==> config.mk <==
export PLATFORM = sky130hd
export DESIGN_NAME = mlpsgd_ctrl
export DESIGN_NICKNAME = d
export VERILOG_FILES = /design/src/rtl/mlpsgd_pkg.sv /design/src/rtl/mlpsgd_ctrl.sv
export SDC_FILE = /design/constraint.sdc
export NUM_CORES = 1
export LEC_CHECK = 0
export BUFFER_PORTS_ARGS = -buffer_cell sky130_fd_sc_hd__buf_2
export CAP_MARGIN = 25
export CORE_MARGIN = 3
export CORE_UTILIZATION = 56
export DETAILED_ROUTE_END_ITERATION = 10
export GPL_TIMING_DRIVEN = 0
export PLACE_DENSITY_LB_ADDON = 0.3
export SLEW_MARGIN = 20
export SYNTH_ARGS = -nofsm -noshare
export SYNTH_HDL_FRONTEND = slang
export SYNTH_SLANG_ARGS = --single-unit
==> constraint.sdc <==
create_clock -name clk -period 2.8 [get_ports clk]
set_input_delay 0.28 -clock clk [delete_from_list [all_inputs] [get_ports clk]]
set_output_delay 0.28 -clock clk [all_outputs]
set_load 0.01 [all_outputs]
==> src/rtl/mlpsgd_pkg.sv <==
`default_nettype none
// ----------------------------------------------------------------------------
// mlpsgd_pkg
// Shared sizes, codes, datapath command type and saturation helpers for the
// perceptron trainer.
// ----------------------------------------------------------------------------
package mlpsgd_pkg;

  localparam int NUM_INPUTS  = 4;
  localparam int NUM_HIDDEN  = 2;
  localparam int NUM_OUTPUTS = 2;

  localparam int OFS_W1      = 0;
  localparam int OFS_B1      = NUM_HIDDEN * NUM_INPUTS;
  localparam int OFS_W2      = OFS_B1 + NUM_HIDDEN;
  localparam int OFS_B2      = OFS_W2 + NUM_OUTPUTS * NUM_HIDDEN;
  localparam int NUM_WEIGHTS = OFS_B2 + NUM_OUTPUTS;

  localparam int WIX_W  = $clog2(NUM_WEIGHTS);
  localparam int CTR_W  = $clog2(NUM_WEIGHTS) + 1;
  localparam int SEL_W  = 4;
  localparam int XI_W   = (NUM_INPUTS > 1) ? $clog2(NUM_INPUTS) : 1;
  localparam int HI_W   = (NUM_HIDDEN > 1) ? $clog2(NUM_HIDDEN) : 1;
  localparam int OI_W   = (NUM_OUTPUTS > 1) ? $clog2(NUM_OUTPUTS) : 1;

  localparam int DATA_W = 32;
  localparam int ACC_W  = 48;
  localparam int SUM_W  = 52;
  localparam int OPR_W  = 33;
  localparam int PROD_W = 66;
  localparam int USUM_W = 58;
  localparam int UPD_W  = 82;
  localparam int CNT_W  = 6;
  localparam int BS_W   = 7;

  localparam logic [BS_W-1:0]   BATCH_RST = 7'd10;
  localparam logic [BS_W-1:0]   BATCH_MAX = 7'd64;
  localparam logic [31:0]       STEP_RST  = 32'd429497;
  localparam logic [23:0]       LEAK_RST  = 24'd1678;
  localparam logic [24:0]       ONE_Q24   = 25'h100_0000;

  // request kinds
  localparam logic [1:0] REQ_WRITE = 2'd0;
  localparam logic [1:0] REQ_INFER = 2'd1;
  localparam logic [1:0] REQ_TRAIN = 2'd2;
  localparam logic [1:0] REQ_READ  = 2'd3;

  // configuration register indexes
  localparam logic [1:0] CFG_BATCH = 2'd0;
  localparam logic [1:0] CFG_STEP  = 2'd1;
  localparam logic [1:0] CFG_LEAK  = 2'd2;

  // multiplier operand selections
  localparam logic [3:0] M_NONE  = 4'd0;
  localparam logic [3:0] M_WX    = 4'd1;
  localparam logic [3:0] M_WH    = 4'd2;
  localparam logic [3:0] M_ACT_H = 4'd3;
  localparam logic [3:0] M_ACT_Y = 4'd4;
  localparam logic [3:0] M_ERR   = 4'd5;
  localparam logic [3:0] M_WE    = 4'd6;
  localparam logic [3:0] M_BACKD = 4'd7;
  localparam logic [3:0] M_EH    = 4'd8;
  localparam logic [3:0] M_GX    = 4'd9;
  localparam logic [3:0] M_UHI   = 4'd10;
  localparam logic [3:0] M_ULO   = 4'd11;
  localparam logic [3:0] M_PE    = 4'd12;
  localparam logic [3:0] M_PG    = 4'd13;

  // write-back actions, applied in the cycle after the multiply
  localparam logic [3:0] P_NONE     = 4'd0;
  localparam logic [3:0] P_SUM_BIAS = 4'd1;
  localparam logic [3:0] P_SUM_ZERO = 4'd2;
  localparam logic [3:0] P_SUM_ADD  = 4'd3;
  localparam logic [3:0] P_HP       = 4'd4;
  localparam logic [3:0] P_ACT_H    = 4'd5;
  localparam logic [3:0] P_YP       = 4'd6;
  localparam logic [3:0] P_ACT_Y    = 4'd7;
  localparam logic [3:0] P_ERR      = 4'd8;
  localparam logic [3:0] P_G        = 4'd9;
  localparam logic [3:0] P_ACC16    = 4'd10;
  localparam logic [3:0] P_ACCE     = 4'd11;
  localparam logic [3:0] P_UHI      = 4'd12;
  localparam logic [3:0] P_ULO      = 4'd13;

  typedef struct packed {
    logic [3:0]       mul;
    logic [3:0]       post;
    logic [WIX_W-1:0] widx;
    logic [SEL_W-1:0] n;
    logic [SEL_W-1:0] m;
    logic             load_in;
    logic             load_out;
    logic             applied;
  } dp_cmd_t;

  function automatic logic signed [DATA_W-1:0] sat32(input logic signed [PROD_W-1:0] v);
    logic signed [DATA_W-1:0] r;
    if (v > 66'sd2147483647)        r = 32'sh7fff_ffff;
    else if (v < -66'sd2147483648)  r = 32'sh8000_0000;
    else                            r = v[DATA_W-1:0];
    return r;
  endfunction

  function automatic logic signed [ACC_W-1:0] sat48(input logic signed [PROD_W-1:0] v);
    logic signed [ACC_W-1:0] r;
    if (v > 66'sd140737488355327)        r = {1'b0, {(ACC_W-1){1'b1}}};
    else if (v < -66'sd140737488355328)  r = {1'b1, {(ACC_W-1){1'b0}}};
    else                                 r = v[ACC_W-1:0];
    return r;
  endfunction

endpackage
`default_nettype wire

==> src/rtl/mlpsgd_ctrl.sv <==
`default_nettype none
// ----------------------------------------------------------------------------
// mlpsgd_ctrl
// Sequencer: walks forward, error, backprop, gradient and update passes and
// issues one datapath command per cycle. Holds batch size and sample count.
// ----------------------------------------------------------------------------
module mlpsgd_ctrl
  import mlpsgd_pkg::*;
(
  input  wire logic             clk,
  input  wire logic             rst,
  input  wire logic             cfg_we,
  input  wire logic [1:0]       cfg_index,
  input  wire logic [31:0]      cfg_data,
  input  wire logic             s_tvalid,
  output logic                  s_tready,
  input  wire logic [1:0]       req_type,
  output logic                  m_tvalid,
  input  wire logic             m_tready,
  output dp_cmd_t               cmd
);

  localparam logic [3:0] ST_IDLE = 4'd0;
  localparam logic [3:0] ST_FWDH = 4'd1;
  localparam logic [3:0] ST_FWDO = 4'd2;
  localparam logic [3:0] ST_WAIT = 4'd3;
  localparam logic [3:0] ST_ERR  = 4'd4;
  localparam logic [3:0] ST_BACK = 4'd5;
  localparam logic [3:0] ST_GRDO = 4'd6;
  localparam logic [3:0] ST_GRDH = 4'd7;
  localparam logic [3:0] ST_UPD  = 4'd8;
  localparam logic [3:0] ST_LAST = 4'd9;
  localparam logic [3:0] ST_OUT  = 4'd10;

  logic [3:0]       state;
  logic [CTR_W-1:0] j;
  logic [CTR_W-1:0] c;
  logic             is_train;
  logic             applied;
  logic             out_valid;
  logic [CNT_W-1:0] sample_count;
  logic [BS_W-1:0]  batch_len;
  logic [BS_W-1:0]  bs;
  logic [BS_W-1:0]  cnt_inc;
  logic             in_fire;
  logic             out_load;

  assign s_tready = (state == ST_IDLE);
  assign m_tvalid = out_valid;
  assign in_fire  = s_tvalid && s_tready;
  assign out_load = (state == ST_OUT) && (!out_valid || m_tready);

  always_comb begin
    if (batch_len == '0)            bs = BS_W'(1);
    else if (batch_len > BATCH_MAX) bs = BATCH_MAX;
    else                            bs = batch_len;
    cnt_inc = {1'b0, sample_count} + BS_W'(1);
  end

  always_comb begin
    cmd          = '0;
    cmd.load_in  = in_fire;
    cmd.load_out = out_load;
    cmd.applied  = applied;
    case (state)
      ST_FWDH: begin
        if (c == '0) begin
          cmd.post = P_SUM_BIAS;
          cmd.widx = WIX_W'(OFS_B1 + int'(j));
        end else if (c <= CTR_W'(NUM_INPUTS)) begin
          cmd.mul  = M_WX;
          cmd.post = P_SUM_ADD;
          cmd.widx = WIX_W'(OFS_W1 + int'(j) * NUM_INPUTS + int'(c) - 1);
          cmd.n    = SEL_W'(c - CTR_W'(1));
        end else if (c == CTR_W'(NUM_INPUTS + 1)) begin
          cmd.post = P_HP;
          cmd.n    = SEL_W'(j);
        end else if (c == CTR_W'(NUM_INPUTS + 3)) begin
          cmd.mul  = M_ACT_H;
          cmd.post = P_ACT_H;
          cmd.n    = SEL_W'(j);
        end
      end
      ST_FWDO: begin
        if (c == '0) begin
          cmd.post = P_SUM_BIAS;
          cmd.widx = WIX_W'(OFS_B2 + int'(j));
        end else if (c <= CTR_W'(NUM_HIDDEN)) begin
          cmd.mul  = M_WH;
          cmd.post = P_SUM_ADD;
          cmd.widx = WIX_W'(OFS_W2 + int'(j) * NUM_HIDDEN + int'(c) - 1);
          cmd.n    = SEL_W'(c - CTR_W'(1));
        end else if (c == CTR_W'(NUM_HIDDEN + 1)) begin
          cmd.post = P_YP;
          cmd.n    = SEL_W'(j);
        end else if (c == CTR_W'(NUM_HIDDEN + 3)) begin
          cmd.mul  = M_ACT_Y;
          cmd.post = P_ACT_Y;
          cmd.n    = SEL_W'(j);
        end
      end
      ST_ERR: begin
        cmd.mul  = M_ERR;
        cmd.post = P_ERR;
        cmd.n    = SEL_W'(j);
      end
      ST_BACK: begin
        if (c == '0) begin
          cmd.post = P_SUM_ZERO;
        end else if (c <= CTR_W'(NUM_OUTPUTS)) begin
          cmd.mul  = M_WE;
          cmd.post = P_SUM_ADD;
          cmd.widx = WIX_W'(OFS_W2 + (int'(c) - 1) * NUM_HIDDEN + int'(j));
          cmd.m    = SEL_W'(c - CTR_W'(1));
        end else if (c == CTR_W'(NUM_OUTPUTS + 2)) begin
          cmd.mul  = M_BACKD;
          cmd.post = P_G;
          cmd.n    = SEL_W'(j);
        end
      end
      ST_GRDO: begin
        if (c < CTR_W'(NUM_HIDDEN)) begin
          cmd.mul  = M_EH;
          cmd.post = P_ACC16;
          cmd.widx = WIX_W'(OFS_W2 + int'(j) * NUM_HIDDEN + int'(c));
          cmd.n    = SEL_W'(c);
          cmd.m    = SEL_W'(j);
        end else begin
          cmd.mul  = M_PE;
          cmd.post = P_ACCE;
          cmd.widx = WIX_W'(OFS_B2 + int'(j));
          cmd.m    = SEL_W'(j);
        end
      end
      ST_GRDH: begin
        if (c < CTR_W'(NUM_INPUTS)) begin
          cmd.mul  = M_GX;
          cmd.post = P_ACC16;
          cmd.widx = WIX_W'(OFS_W1 + int'(j) * NUM_INPUTS + int'(c));
          cmd.n    = SEL_W'(c);
          cmd.m    = SEL_W'(j);
        end else begin
          cmd.mul  = M_PG;
          cmd.post = P_ACCE;
          cmd.widx = WIX_W'(OFS_B1 + int'(j));
          cmd.m    = SEL_W'(j);
        end
      end
      ST_UPD: begin
        cmd.widx = WIX_W'(j);
        if (c == '0) begin
          cmd.mul  = M_UHI;
          cmd.post = P_UHI;
        end else begin
          cmd.mul  = M_ULO;
          cmd.post = P_ULO;
        end
      end
      default: begin
      end
    endcase
  end

  always_ff @(posedge clk) begin
    if (rst) begin
      state        <= ST_IDLE;
      j            <= '0;
      c            <= '0;
      is_train     <= 1'b0;
      applied      <= 1'b0;
      out_valid    <= 1'b0;
      sample_count <= '0;
      batch_len    <= BATCH_RST;
    end else begin
      if (cfg_we && cfg_index == CFG_BATCH) batch_len <= cfg_data[BS_W-1:0];

      if (out_load)                   out_valid <= 1'b1;
      else if (out_valid && m_tready) out_valid <= 1'b0;

      case (state)
        ST_IDLE: begin
          if (in_fire) begin
            is_train <= (req_type == REQ_TRAIN);
            applied  <= 1'b0;
            j        <= '0;
            c        <= '0;
            if (req_type == REQ_INFER || req_type == REQ_TRAIN) state <= ST_FWDH;
            else                                                 state <= ST_OUT;
          end
        end
        ST_FWDH: begin
          if (c == CTR_W'(NUM_INPUTS + 3)) begin
            c <= '0;
            if (j == CTR_W'(NUM_HIDDEN - 1)) begin
              j     <= '0;
              state <= ST_FWDO;
            end else begin
              j <= j + CTR_W'(1);
            end
          end else begin
            c <= c + CTR_W'(1);
          end
        end
        ST_FWDO: begin
          if (c == CTR_W'(NUM_HIDDEN + 3)) begin
            c <= '0;
            if (j == CTR_W'(NUM_OUTPUTS - 1)) begin
              j     <= '0;
              state <= ST_WAIT;
            end else begin
              j <= j + CTR_W'(1);
            end
          end else begin
            c <= c + CTR_W'(1);
          end
        end
        ST_WAIT: begin
          state <= is_train ? ST_ERR : ST_OUT;
        end
        ST_ERR: begin
          if (j == CTR_W'(NUM_OUTPUTS - 1)) begin
            j     <= '0;
            c     <= '0;
            state <= ST_BACK;
          end else begin
            j <= j + CTR_W'(1);
          end
        end
        ST_BACK: begin
          if (c == CTR_W'(NUM_OUTPUTS + 2)) begin
            c <= '0;
            if (j == CTR_W'(NUM_HIDDEN - 1)) begin
              j     <= '0;
              state <= ST_GRDO;
            end else begin
              j <= j + CTR_W'(1);
            end
          end else begin
            c <= c + CTR_W'(1);
          end
        end
        ST_GRDO: begin
          if (c == CTR_W'(NUM_HIDDEN)) begin
            c <= '0;
            if (j == CTR_W'(NUM_OUTPUTS - 1)) begin
              j     <= '0;
              state <= ST_GRDH;
            end else begin
              j <= j + CTR_W'(1);
            end
          end else begin
            c <= c + CTR_W'(1);
          end
        end
        ST_GRDH: begin
          if (c == CTR_W'(NUM_INPUTS)) begin
            c <= '0;
            if (j == CTR_W'(NUM_HIDDEN - 1)) begin
              j <= '0;
              if (cnt_inc >= bs) begin
                sample_count <= '0;
                applied      <= 1'b1;
                state        <= ST_UPD;
              end else begin
                sample_count <= cnt_inc[CNT_W-1:0];
                state        <= ST_OUT;
              end
            end else begin
              j <= j + CTR_W'(1);
            end
          end else begin
            c <= c + CTR_W'(1);
          end
        end
        ST_UPD: begin
          if (c == '0) begin
            c <= CTR_W'(1);
          end else begin
            c <= '0;
            if (j == CTR_W'(NUM_WEIGHTS - 1)) begin
              j     <= '0;
              state <= ST_LAST;
            end else begin
              j <= j + CTR_W'(1);
            end
          end
        end
        ST_LAST: begin
          state <= ST_OUT;
        end
        ST_OUT: begin
          if (out_load) state <= ST_IDLE;
        end
        default: begin
          state <= ST_IDLE;
        end
      endcase
    end
  end

endmodule
`default_nettype wire

==> impl_results.md <==
- Violation count after the first detailed-routing iteration: 507
- Worst Setup Start Kind: flip-flop
- Worst endpoint required time: 2.52 ns
- RSZ-0062 raised after global routing: yes
- Synth Cell Area: 3100 um2
- CP Max Fanout: 3
- Placer Congestion: 1.01
- Via density: 6.55
- Hold/Removal Path Class: input pin to flip-flop
- # diodes: 0
- Final Power: 2.77 mW
- FF+latch count, synth: 30
- Setup CP Type: flip-flop to output pin
- Latest clock arrival within the worst-skew pair: 0.30 ns
- Final Hold Viols: 0
- Area contributors post-synth: dfxtp_1, ha_1, nand2_1
- Pre-CTS setup slack: -0.694 ns
- Clock buffer count from CTS: 5
- Post-synth top cells: nand2_1, a21oi_1, nor2_1, dfxtp_1, ha_1
- Fin nets: 545
- Cells after Synth: 421
- Maximum clock rate: 351 MHz
- Hold Path Origin: cfg_data[3]
- Cell taking the most area after synthesis: dfxtp_1
- Crit-path slowest cell: dfxtp_4
- Largest net degree at the start of global routing: 11
- Sink Count: 30
- Hpwl dp: 7.29 mm
- Slew Viols, Final: 0
- Mapped Nets: 490
- First-pass GRT wire length: 16.2 mm
- Initial antenna violation count: 0
- Final setup margin: -0.0450 ns
- Most common cell on crit path: ha_4
- Die Area: 6470 um2
- Crit Reg-Reg Startpoint: c[1]
- Max-Cap Viols: 0
- TritonCTS clock tree: yes
- Clock-pin slew on the worst setup and hold paths: 0.08 ns
- Mean Syn Cell Area: 7.37 um2
- Fraction of registers with async set or reset after synthesis: 0%
- Tmin final: 2.85 ns
- Post-synth EDFFs: 0
- Share of layout cells above drive strength 1: 22.9%
- Wirelength per Cell: 18.7 um
- CP max stage delay: 0.38 ns
- Clock Skew: 0.00865 ns
- Die width: 80.5 um
- Synth warn: 0
- IO Pins: 66
- Routed WL: 10.2 mm
- Relative slew slack: 45.1%
- Failing checks: setup timing
- Worst Max-Slew Pin Slew: 0.821 ns
- GR Util All Layers: 32.1%
- Pleak: 1.63 nW
- Clock Tree Buf Depth: 2
- Count leader, synth: nand2_1
- Vias in the first global route: 3217
- Hold buffers post-CTS: 0
- Post-synth cell types: 65
- Worst vdd ir: 343 uV
- Fill count: 441
- H-Tree Depth: 2
- Vias: 3581
- I/O Buffers: 40
- Fin crit share: 102%
- CP Cell Sequence: clkinvlp_4 > ha_4 > inv_4 > ha_4 > ha_4 > xnor2_2 > xnor2_1 > xnor2_1 > a22oi_1 > o2111ai_1 > buf_2
- Worst Setup End Kind: output pin
- Worst Setup SP: c[0]
- Die Y: 80.5 um
- Yosys top cell area share: 19.3%
- Rows: 26
- Clock root buffer: clkbuf_8
- Pwr dens: 740 nW/um2
- Starting Density: 59.3%
- Outcome: finished with violations
- Core ar.: 5240 um2
- Drt drc: 0
- Seq/Total Area, Yosys: 19.3%
- Total gr overflow: 0
- Most used flip-flop cell after synthesis: dfxtp_1
- Critical path arrival: 2.57 ns
- # setup viols final: 1
- Drt first pass iters: 5
- Antenna Violating Nets Remaining: 0
- Synth-to-Final Area Change: 20.4%
[registers in the layout (all words and copies together), names as in the netlist]
| name | count |
|---|---|
| state | 4 |
| j | 5 |
| is_train | 1 |
| c | 5 |
| applied | 1 |
| batch_len | 7 |
| sample_count | 6 |
| m_tvalid | 1 |
[layout make-up]
| type | count | area, um2 | share of cell area [%] |
|---|---|---|---|
| multi-input combinational | 340 | 2420 | 64.8 |
| sequential | 30 | 611 | 16.3 |
| timing repair buffer | 52 | 294 | 7.87 |
| buffer | 28 | 146 | 3.92 |
| tap | 70 | 87.6 | 2.34 |
| clock buffer | 6 | 82.6 | 2.21 |
| inverter | 19 | 81.3 | 2.18 |
| clock inverter | 2 | 12.5 | 0.335 |
[critical path: cells and delay by family (launching register included)]
kind / cells / cell delay [ns]
AO/OA/AOI/OAI: 2 / 0.46
adder cells (fa/ha/maj): 3 / 0.67
flip-flops: 1 / 0.38
XOR/XNOR: 3 / 0.39
buffers and inverters: 3 / 0.34
[metrics by stage]
| step | area [um2] | setup TNS [ns] | util [%] | std cells | hold slack (ns) |
|---|---|---|---|---|---|
| global route | 3740 | -0.0722 | 71.4 | 547 | 0.213 |
| finish | 3740 | -0.0450 | 71.4 | 547 | 0.206 |
| detailed placement | 3410 | -5.46 | 65.1 | 531 | 0.454 |
| global placement | 3390 | -11.00 | 64.8 | 531 | 0.449 |
| CTS | 3710 | -0.0620 | 70.9 | 545 | 0.200 |
| floorplan | 3100 | 0 | - | 421 | 0.409 |
[path summary, 6_finish.rpt]
| kind | to | cells after the start | slack, ns |
|---|---|---|---|
| max reg2reg | state[1] | 9 | 0.23 |
| min | batch_len[3] | 3 | 0.21 |
| min reg2reg | applied | 1 | 0.47 |
| max | cmd[14] | 11 | -0.05 |
[power breakdown]
part	leakage (nW)	switching, mW	internal, mW
logic	1.34	1.03	0.774
clock network	0.0472	0.199	0.198
registers	0.246	0.0797	0.481
total	1.63	1.31	1.45
[layer usage]
layer | wire length [um] | global-route usage, %
met2 | 4560 | 48.7
met3 | 1190 | 6.50
met5 | 0 | 0
met4 | 234 | 12.8
met1 | 4230 | 44.2
[placed cells by master, fill, tap and decap left out, drive strengths merged, types with 4 or more instances in the layout]
| cell type | synthesis | routed |
|---|---|---|
| nand2b | 4 | 4 |
| inv | 19 | 17 |
| o22ai | 5 | 5 |
| and3 | 5 | 5 |
| a21o | 4 | 4 |
| a211oi | 4 | 4 |
| nor4b | 6 | 6 |
| nand2 | 45 | 45 |
| nor3 | 14 | 14 |
| a211o | 4 | 4 |
| a21oi | 33 | 33 |
| o211ai | 4 | 4 |
| and2 | 6 | 6 |
| nand4 | 6 | 6 |
| o21ai | 19 | 19 |
| clkbuf | 18 | 21 |
| mux2i | 9 | 9 |
| nor2 | 33 | 33 |
| or3 | 4 | 4 |
| or4 | 6 | 6 |
| nor4 | 4 | 4 |
| nor2b | 5 | 5 |
| o21a | 5 | 5 |
| ha | 28 | 28 |
| nand3 | 18 | 18 |
| a31oi | 4 | 4 |
| dfxtp | 30 | 30 |
| xor2 | 6 | 6 |
| buf | 14 | 65 |
| xnor2 | 12 | 12 |
[cell families (layout without fill, tap and decap cells)]
| group | after synthesis | count (layout) | synth area share [%] |
|---|---|---|---|
| adders and majority gates | 28 | 28 | 11.3 |
| and+or+nand+nor | 172 | 172 | 29.7 |
| buffers and inverters | 51 | 107 | 7.01 |
| AOI/OAI and AO/OA | 113 | 113 | 24.6 |
| xor gates and xnor gates | 18 | 18 | 5.08 |
| muxes | 9 | 9 | 2.90 |
| DFF | 30 | 30 | 19.3 |
[timing repair]
item / 4_1_cts / 5_1_grt
endpoints found under the setup margin: 24 / 13
resized for setup: 35 / 20
pin swaps: 8 / 13
setup buffers: 8 / 4
No activity file was read; power rests on OpenSTA's default activity.
